### src/rtl/core/itoa_pkg.sv
// itoa_pkg: shared types, radix codes and the digit-to-ascii function
// for the integer to ascii radix unit; no dependencies
package itoa_pkg;

  localparam logic [1:0] BASE_BIN = 2'd0;
  localparam logic [1:0] BASE_OCT = 2'd1;
  localparam logic [1:0] BASE_DEC = 2'd2;
  localparam logic [1:0] BASE_HEX = 2'd3;

  localparam logic [7:0] CH_ZERO    = 8'h30;
  localparam logic [7:0] CH_A_LOWER = 8'h61;
  localparam logic [3:0] DEC_BASE   = 4'd10;

  typedef struct packed {
    logic       load;
    logic       dabble;
    logic       shift;
    logic [2:0] amount;
  } itoa_ctl_t;

  function automatic logic [7:0] digit_to_ascii(input logic [3:0] d);
    logic [7:0] code;
    if (d < DEC_BASE) begin
      code = CH_ZERO + {4'b0000, d};
    end else begin
      code = CH_A_LOWER + {4'b0000, d - DEC_BASE};
    end
    return code;
  endfunction

endpackage

### src/rtl/core/itoa_cell.sv
// itoa_cell: one 4-bit digit cell of the conversion chain
// does add-3 correction and shifts in bits from its lower neighbor; uses itoa_pkg
module itoa_cell (
  input  logic               clk,
  input  itoa_pkg::itoa_ctl_t ctl,
  input  logic [3:0]         load_digit,
  input  logic [3:0]         lower_pass,
  output logic [3:0]         pass
);
  import itoa_pkg::*;

  logic [3:0] digit;
  logic [7:0] pair;

  assign pass = (ctl.dabble && (digit >= 4'd5)) ? digit + 4'd3 : digit;

  always_comb begin
    pair = {pass, lower_pass} << ctl.amount;
  end

  always_ff @(posedge clk) begin
    if (ctl.load) begin
      digit <= load_digit;
    end else if (ctl.shift) begin
      digit <= pair[7:4];
    end
  end

endmodule

### src/rtl/core/integer_to_ascii_radix_unit.sv
// integer_to_ascii_radix_unit: one number in, its ascii digits out msb first
// sequence: a load step, then VALUE_WIDTH shift-and-correct steps for decimal only,
// then each digit slot of the cell chain in turn (leading zero slots dropped one a cycle)
// at VALUE_WIDTH 64 the chain has 21 cells: up to 84 slots binary, 28 octal, 21 hex/decimal
// one number at a time: the next is accepted only after the last digit of the one before
// rst (synchronous, active high) returns the sequencer to idle and empties the output register
module integer_to_ascii_radix_unit #(
  parameter int VALUE_WIDTH = 64
) (
  input  logic        clk,
  input  logic        rst,
  input  logic        s_tvalid,
  output logic        s_tready,
  input  logic [63:0] s_tdata,   // value
  input  logic [1:0]  s_tuser,   // base_select
  output logic        m_tvalid,
  input  logic        m_tready,
  output logic [7:0]  m_tdata,   // digit_char
  output logic        m_tlast
);
  import itoa_pkg::*;

  localparam int NDIG = (VALUE_WIDTH * 30103) / 100000 + 1;
  localparam int NC   = ((NDIG + 2) / 3) * 3;
  localparam int CB   = 4 * NC;
  localparam int RW   = $clog2(CB + 1);
  localparam int CW   = $clog2(VALUE_WIDTH);

  typedef enum logic [1:0] {ST_IDLE, ST_CONVERT, ST_SKIP, ST_EMIT} state_t;

  state_t                 state;
  logic [1:0]             base;
  logic [VALUE_WIDTH-1:0] bin_reg;
  logic [CW-1:0]          bit_cnt;
  logic [RW-1:0]          remaining;

  logic          accept;
  logic          out_free;
  logic          skip_zero;
  logic          emit_now;
  itoa_ctl_t     ctl;
  logic [3:0]    low_in;
  logic [3:0]    top_pass;
  logic [3:0]    digit_val;
  logic [2:0]    step_bits;
  logic [RW-1:0] slot_count;
  logic [CB-1:0] load_bits;
  logic [3:0]    pass [NC];
  logic [3:0]    load_digit [NC];

  assign s_tready  = (state == ST_IDLE);
  assign accept    = s_tvalid && s_tready;
  assign out_free  = !m_tvalid || m_tready;
  assign load_bits = CB'(s_tdata[VALUE_WIDTH-1:0]);
  assign top_pass  = pass[NC-1];

  always_comb begin
    case (base)
      BASE_BIN: step_bits = 3'd1;
      BASE_OCT: step_bits = 3'd3;
      default:  step_bits = 3'd4;
    endcase
  end

  always_comb begin
    case (s_tuser)
      BASE_BIN: slot_count = RW'(CB);
      BASE_OCT: slot_count = RW'(CB / 3);
      default:  slot_count = RW'(NC);
    endcase
  end

  always_comb begin
    case (base)
      BASE_BIN: digit_val = {3'b000, top_pass[3]};
      BASE_OCT: digit_val = {1'b0, top_pass[3:1]};
      default:  digit_val = top_pass;
    endcase
  end

  assign skip_zero = (state == ST_SKIP) && (digit_val == 4'd0) && (remaining != RW'(1));
  assign emit_now  = (((state == ST_SKIP) && !skip_zero) || (state == ST_EMIT)) && out_free;

  always_comb begin
    ctl.load   = accept;
    ctl.dabble = (state == ST_CONVERT);
    ctl.shift  = (state == ST_CONVERT) || skip_zero || emit_now;
    ctl.amount = (state == ST_CONVERT) ? 3'd1 : step_bits;
    low_in     = (state == ST_CONVERT) ? {bin_reg[VALUE_WIDTH-1], 3'b000} : 4'd0;
  end

  for (genvar i = 0; i < NC; i++) begin : g_cell
    assign load_digit[i] = (s_tuser == BASE_DEC) ? 4'd0 : load_bits[4*i +: 4];

    if (i == 0) begin : g_first
      itoa_cell u_cell (
        .clk        (clk),
        .ctl        (ctl),
        .load_digit (load_digit[i]),
        .lower_pass (low_in),
        .pass       (pass[i])
      );
    end else begin : g_next
      itoa_cell u_cell (
        .clk        (clk),
        .ctl        (ctl),
        .load_digit (load_digit[i]),
        .lower_pass (pass[i-1]),
        .pass       (pass[i])
      );
    end
  end

  always_ff @(posedge clk) begin
    if (rst) begin
      state    <= ST_IDLE;
      m_tvalid <= 1'b0;
    end else begin
      if (emit_now) begin
        m_tvalid  <= 1'b1;
        m_tdata   <= digit_to_ascii(digit_val);
        m_tlast   <= (remaining == RW'(1));
      end else if (m_tready) begin
        m_tvalid <= 1'b0;
      end
      case (state)
        ST_IDLE: begin
          if (accept) begin
            base      <= s_tuser;
            bin_reg   <= s_tdata[VALUE_WIDTH-1:0];
            bit_cnt   <= CW'(VALUE_WIDTH - 1);
            remaining <= slot_count;
            state     <= (s_tuser == BASE_DEC) ? ST_CONVERT : ST_SKIP;
          end
        end
        ST_CONVERT: begin
          bin_reg <= bin_reg << 1;
          bit_cnt <= bit_cnt - CW'(1);
          if (bit_cnt == CW'(0)) begin
            state <= ST_SKIP;
          end
        end
        ST_SKIP: begin
          if (skip_zero) begin
            remaining <= remaining - RW'(1);
          end else if (emit_now) begin
            remaining <= remaining - RW'(1);
            state     <= (remaining == RW'(1)) ? ST_IDLE : ST_EMIT;
          end
        end
        ST_EMIT: begin
          if (emit_now) begin
            remaining <= remaining - RW'(1);
            if (remaining == RW'(1)) begin
              state <= ST_IDLE;
            end
          end
        end
        default: begin
          state <= ST_IDLE;
        end
      endcase
    end
  end

  a_remaining_live: assert property (@(posedge clk) disable iff (rst)
    (state == ST_SKIP || state == ST_EMIT) |-> (remaining != RW'(0)))
    else $error("digit slot count ran out before the last digit");

  a_bcd_valid: assert property (@(posedge clk) disable iff (rst)
    ((state == ST_SKIP || state == ST_EMIT) && base == BASE_DEC) |-> (top_pass <= 4'd9))
    else $error("decimal cell holds a non-bcd digit");

  a_first_nonzero: assert property (@(posedge clk) disable iff (rst)
    (state == ST_SKIP && emit_now && remaining != RW'(1)) |-> (digit_val != 4'd0))
    else $error("leading zero digit emitted");

  a_last_idle: assert property (@(posedge clk) disable iff (rst)
    (emit_now && remaining == RW'(1)) |=> (state == ST_IDLE && m_tvalid && m_tlast))
    else $error("last digit did not close the number");

endmodule

### config.mk
export PLATFORM = sky130hd
export DESIGN_NAME = integer_to_ascii_radix_unit
export DESIGN_NICKNAME = d
export VERILOG_FILES = /design/src/rtl/core/itoa_pkg.sv /design/src/rtl/core/itoa_cell.sv /design/src/rtl/core/integer_to_ascii_radix_unit.sv
export SDC_FILE = /design/constraint.sdc
export NUM_CORES = 1
export LEC_CHECK = 0
export BUFFER_PORTS_ARGS = -buffer_cell sky130_fd_sc_hd__buf_4
export CELL_PAD_IN_SITES_DETAIL_PLACEMENT = 1
export CELL_PAD_IN_SITES_GLOBAL_PLACEMENT = 1
export CORE_UTILIZATION = 44
export CTS_CLUSTER_SIZE = 16
export DETAILED_ROUTE_END_ITERATION = 12
export GPL_TIMING_DRIVEN = 0
export PLACE_DENSITY_LB_ADDON = 0.05
export SETUP_SLACK_MARGIN = 0.4
export SYNTH_ARGS = -nofsm -noshare
export SYNTH_HDL_FRONTEND = slang
export SYNTH_HIERARCHICAL = 1
export SYNTH_SLANG_ARGS = --single-unit
### constraint.sdc
create_clock -name clk -period 10.2 [get_ports clk]
set_input_delay 1.02 -clock clk [delete_from_list [all_inputs] [get_ports clk]]
set_output_delay 1.02 -clock clk [all_outputs]
set_load 0.005 [all_outputs]
**Word level (Yosys, flattened, before mapping)**

Cells that the tools add are included.

- Bitwise operators: 1
- Reduce and logical (&&, ||, !) cells: 46
- $add $sub $neg: 26
- Mux-type cells: 94
- Eq/ne operators: 14
- Magnitude comparators: 22
- Shift-type cells: 21

Operators by type and width:

| cell | count |
|---|---|
| $mux 4 | 70 |
| $shl 8x3->8 | 21 |
| $pmux 64 s2 | 1 |
| $add 4x2->4 const B | 21 |
| $ge 4x3->1 const B | 21 |
| $mux 64 | 1 |
| $logic_and 1x1->1 | 26 |
| $mux 7 | 3 |
| $pmux 7 s3 | 1 |
| $mux 2 | 8 |
| $pmux 7 s2 | 1 |
| $pmux 6 s2 | 1 |
| $reduce_and 3->1 | 3 |
| $add 7x4->8 const A | 1 |
| $mux 8 | 1 |
| $ne 2x2->1 const B | 4 |
| $pmux 2 s4 | 1 |
| $pmux 4 s2 | 1 |
| $add 6x4->7 const A | 1 |
| $eq 7x1->1 const B | 1 |
| $ne 7x1->1 const B | 1 |
| $sub 7x1->7 const B | 1 |
| $eq 2x1->1 const B | 3 |
| $eq 2x2->1 const B | 3 |
| other kinds (18) | 28 |

- Input port bits: 70
- Logic and storage cells: 253
- Register bits: 175
- Output and inout port bits: 11

**Longest topological paths before layout**

- Word-level depth: 14
- Gate-level depth with buffers: 19
- Depth with buffers taken out: 15

**Cells and area by module**

Netlist, hierarchy kept.

By module, submodules not included:

| module | area each (um2) | sequential area each (um2) | cells each | times used |
|---|---|---|---|---|
| itoa_cell | 580.6 | 120.1 | 67 | 21 |
| integer_to_ascii_radix_unit | 4647.0 | 2642.5 | 496 | 1 |

**Worst setup path after synthesis**

Ideal clock, no wire load.

- Path kind: register to register
- Start: reg base[1]
- End: reg g_cell[10].g_next.u_cell.digit[1], data pin
- Cell stages (with the launch flop): 9
- Required time: 9.740 ns
- Arrival time: 9.697 ns
- Library setup time: 0.460 ns
- Path slack: 0.043 ns
- Clock period less this slack: 10.157 ns
- Path buffers: 1
- Cells stage by stage: edfxtp_1 buf_1 nor2b_1 inv_1 mux2_1 nand2_1 o22ai_1 mux2i_1 o41ai_2

RTL lines:

| item | line | RTL |
|---|---|---|
| from (decl) | integer_to_ascii_radix_unit.sv:32 | `logic [1:0] base;` |
| from (signal assigned) | integer_to_ascii_radix_unit.sv:129 | `base <= s_tuser;` |
| to (signal assigned) | itoa_cell.sv:23 | `digit <= load_digit;` |
| to (signal assigned) | itoa_cell.sv:25 | `digit <= pair[7:4];` |
| to (decl) | itoa_cell.sv:12 | `logic [3:0] digit;` |

==> run metrics <==
run status finished clean; internal reg-to-reg setup slack around 4.4 ns; critical path's slowest cell nand2_1; maximum vdd drop 0.1465 mV; overall power consumption 3.614 mW; post-route clock skew 0.009672 ns; design internal power roughly 2.1 mW; die boundary width between 150 and 200 um; share of the synthesized area in compound gates (AO/OA/AOI/OAI) a little under a fifth; proportion of synthesized chip area in sequential cells a little over 30%; beginning of the worst register-to-register path state[1]; post-synthesis sequential element count about 170; Switching Share between 40% and 50%; total area of multi-input combinational cells roughly 11000 um^2; aggregate global-route resource usage 24.41%; Worst Path Buf+Inv 7; deepest level of the CTS H-tree 4; Worst Hold Class reg2reg; vias per inst between 5 and 6; number of primary I/O pins 81; Fin. Hold Viols 0; Die Ht approximately 200 um; number of flops mapped to enable cells by yosys between 150 and 200; depth of the critical timing path with buffers and inverters included 19; crit path launch state[1]; combinational share of power approximately half; instance count of the mapped netlist between 1500 and 2000; number of clock buffers inserted by TritonCTS 17; Detail Placement HPWL roughly 34 mm; via count of the first global-routing pass between 10000 and 15000; Finish-stage setup viols 0; synthesized area divided by synthesized cell count between 8 and 9 um^2; pre-CTS setup slack about 4.4 ns; critical-path cell list buf_6 -> inv_1 -> nand2_1 -> inv_1 -> buf_2 -> buf_4 -> buf_16 -> nand2_1 -> o21ai_4 -> mux2i_2 -> mux2i_1 -> o21ai_0 -> inv_1 -> ha_1 -> o211ai_2 -> o21ai_4 -> nand2_1 -> nand2_1 -> or2_1; leakage dissipation ~7.7 nW; main combinational cell family by area after synthesis simple AND/OR/NAND/NOR gates; Worst EP required 10.39 ns; final wirelength 46.89 mm; arithmetic-cell share of the synthesized area counting full adders, half adders and majority gates under 10%; CP Capture Type flop; effective utilization at floorplan 44.71%; placer's final routability congestion estimate about 0.80; CP endpoint g_cell[0].g_first.u_cell/digit[0]; maximum buffer depth of the clock tree 2; share of cell area taken by muxes after synthesis around 14%; total net switching power between 1.5 and 2 mW; Die ar. approximately 40000 um^2; Unique masters post-synth slightly below 60; shortest clock period the worst path allows after layout 5.823 ns; initial antenna violation count 0; flip-flop count of the largest register, all copies and words added 80; area of all sequential standard cells slightly above 5000 um^2; wire length of the first global-routing pass roughly 76 mm; area delta synth->final 12.66%; Hold Startpoint bin_reg[50]; clock transition time at the flip-flop clock pins of the worst setup and hold paths ~0.070 ns; cell row count ~70; Post-route DRC 0; Resized Gates After CTS 0; most used cell, CP nand2_1; final core utilization approximately 50%; data arrival time at the worst-slack endpoint roughly 6.0 ns; final design instance area without fill roughly 19000 um^2; relative slew slack between 10% and 20%; Flop pwr share 30.1%; core region area approximately 38000 um^2; Max Clock Freq between 150 and 200 MHz; number of search-and-repair iterations in the first detailed-routing pass 4; wire length per cell about 18 um; RSZ-0062 raised after global routing no; type of element launching the critical path flop; residual overflow from global routing 0; final slew viol count 0; post-placement cell count ~2500; final clock period utilization by the worst path between 50% and 60%; Area after DPL approximately 18000 um^2; clock sink count approximately 170; number of filler instances in the final layout roughly 4500; vias after detailed routing 14510; crit path kind reg2reg; count of hold buffers inserted by post-cts repair 0; worst path setup slack after routing approximately 4.4 ns; number of buffers added for setup after CTS 0; proportion of register bits with asynchronous set or reset after synthesis 0%; IO buf count 78; clock latency on the worst-skew pair 0.46 ns; CTS Root Buffer Type clkbuf_16; RR Endpoint g_cell[0].g_first.u_cell/digit[0]; pin count of the biggest net entering global routing 90; simple-gate area share of the yosys netlist approximately a quarter; Clk pwr share approximately 18%; leading cell type in the layout, fill and taps excluded nand2_1; Maximum Capacitance Violations 0; highest-count cells in the layout ignoring fill and taps 395 x nand2_1, 170 x edfxtp_1, 150 x mux2i_1, 121 x nor2_1, 102 x buf_4; antenna-violating nets left 0; Top Family by Delay on Critical Path simple AND/OR/NAND/NOR gates; clock tree from TritonCTS yes; number of cells on the worst reg-to-reg path 19; final cell count without fillers ~2600; warning count from the yosys run 6; Final #Nets about 2200; Mapped Area roughly 17000 um^2; crit path max fanout 89; slew of the pin with the lowest slew margin 1.332 ns; Synth Flop Type edfxtp_1; xor/xnor share of the synthesized area around 2.4%; power per cell area between 150 and 200 nW/um^2; starting DRC count in detailed routing around 550; ratio of cells with drive above 1 in the final layout 14.74%; longest individual stage delay on the worst path 0.77 ns
## area by class of cell
class | instances | share of cell area (%)
Buffer | 113 | 2.988
Clock buffer | 20 | 2.407
Sequential cell | 173 | 27.23
Timing Repair Buffer | 86 | 4.010
Clock inverter | 12 | 0.6002
Antenna cell | 1 | 0.01319
Inverter | 97 | 1.932
Tap cell | 511 | 3.370
Multi-Input combinational cell | 1554 | 57.45
## through the flow
stage                     hold WS [ns]  setup TNS (ns)
after global routing            0.5338               0
after detailed placement        0.4962               0
after global placement          0.4891         -169.48
after floorplan                 0.4836               0
final                           0.5118               0
after CTS                       0.5154               0
## worst reg2reg max path: stages (launching register included)
cell	delay [ns]
dfxtp_1	0.31
buf_6	0.13
inv_1	0.17
nand2_1	0.11
inv_1	0.12
buf_2	0.41
buf_4	0.37
buf_16	0.35
nand2_1	0.19
o21ai_4	0.24
mux2i_2	0.46
mux2i_1	0.14
o21ai_0	0.46
inv_1	0.10
ha_1	0.22
o211ai_2	0.12
o21ai_4	0.15
nand2_1	0.10
nand2_1	0.77
or2_1	0.64
## synthesized netlist by cell type, types with 6 or more instances
library cell | instances | area, um^2
o311a_1 | 21 | 210.2
a21o_1 | 42 | 315.3
edfxtp_1 | 170 | 5105
and4bb_1 | 21 | 262.8
ha_1 | 49 | 613.1
xnor2_1 | 6 | 52.55
mux2_4 | 21 | 315.3
a21oi_1 | 31 | 155.2
o21ai_1 | 23 | 115.1
a31o_1 | 21 | 183.9
nor2_1 | 121 | 454.2
or3_1 | 63 | 394.1
mux2_1 | 21 | 236.5
o31ai_1 | 42 | 315.3
clkbuf_1 | 60 | 225.2
nand2_1 | 395 | 1483
o211ai_1 | 43 | 322.8
mux2i_1 | 150 | 1501
and2_1 | 66 | 412.9
xnor2_2 | 21 | 341.6
buf_2 | 25 | 125.1
nor3b_1 | 22 | 165.2
nor3_1 | 24 | 120.1
nand3_1 | 23 | 115.1
a2111oi_0 | 21 | 183.9
o41ai_2 | 21 | 341.6
inv_1 | 97 | 364.1
o21ai_0 | 29 | 145.1
a22oi_1 | 22 | 165.2
o21ai_4 | 22 | 357.8
mux2i_2 | 21 | 289.0
or2_1 | 21 | 131.4
buf_4 | 23 | 172.7
nor2b_4 | 21 | 289.0
o22ai_1 | 42 | 262.8
nand2b_1 | 45 | 281.5
## power groups by stage
stage | Combinational (mW) | Sequential (mW) | Clock [mW]
2_1_floorplan | 1.42 | 1.08 | 0
3_3_place_gp | 1.78 | 1.10 | 0
3_5_place_dp | 1.85 | 1.11 | 0
4_1_cts | 1.86 | 1.09 | 0.683
5_1_grt | 2.04 | 1.11 | 0.703
6_report | 1.86 | 1.09 | 0.666
## how the worst min path moves through the flow
| stage | depth (start not counted) | end |
|---|---|---|
| global placement | 2 | bin_reg[37] |
| detailed placement | 2 | bin_reg[51] |
| floorplan | 2 | bin_reg[10] |
| finish | 2 | bin_reg[51] |
| global route | 2 | bin_reg[47] |
| CTS | 2 | bin_reg[51] |
## cell families (layout without fill, tap and decap cells)
| group | Yosys count | in the layout |
|---|---|---|
| adders and majority gates | 49 | 49 |
| other | 2 | 37 |
| muxes | 213 | 213 |
| AOI/OAI and AO/OA | 390 | 390 |
| buffers and inverters | 210 | 328 |
| DFF | 173 | 173 |
| and+or+nand+nor | 838 | 838 |
| xor gates and xnor gates | 28 | 28 |
## layer usage
metal,wire length (um),vias up,GRT usage (%)
li1,-,7104,-
met5,0,-,0
met2,22750,198,42.32
met1,22050,7152,31.45
met3,1148,51,2.817
met4,938,0,7.982
(Power assumes the default switching activity.)
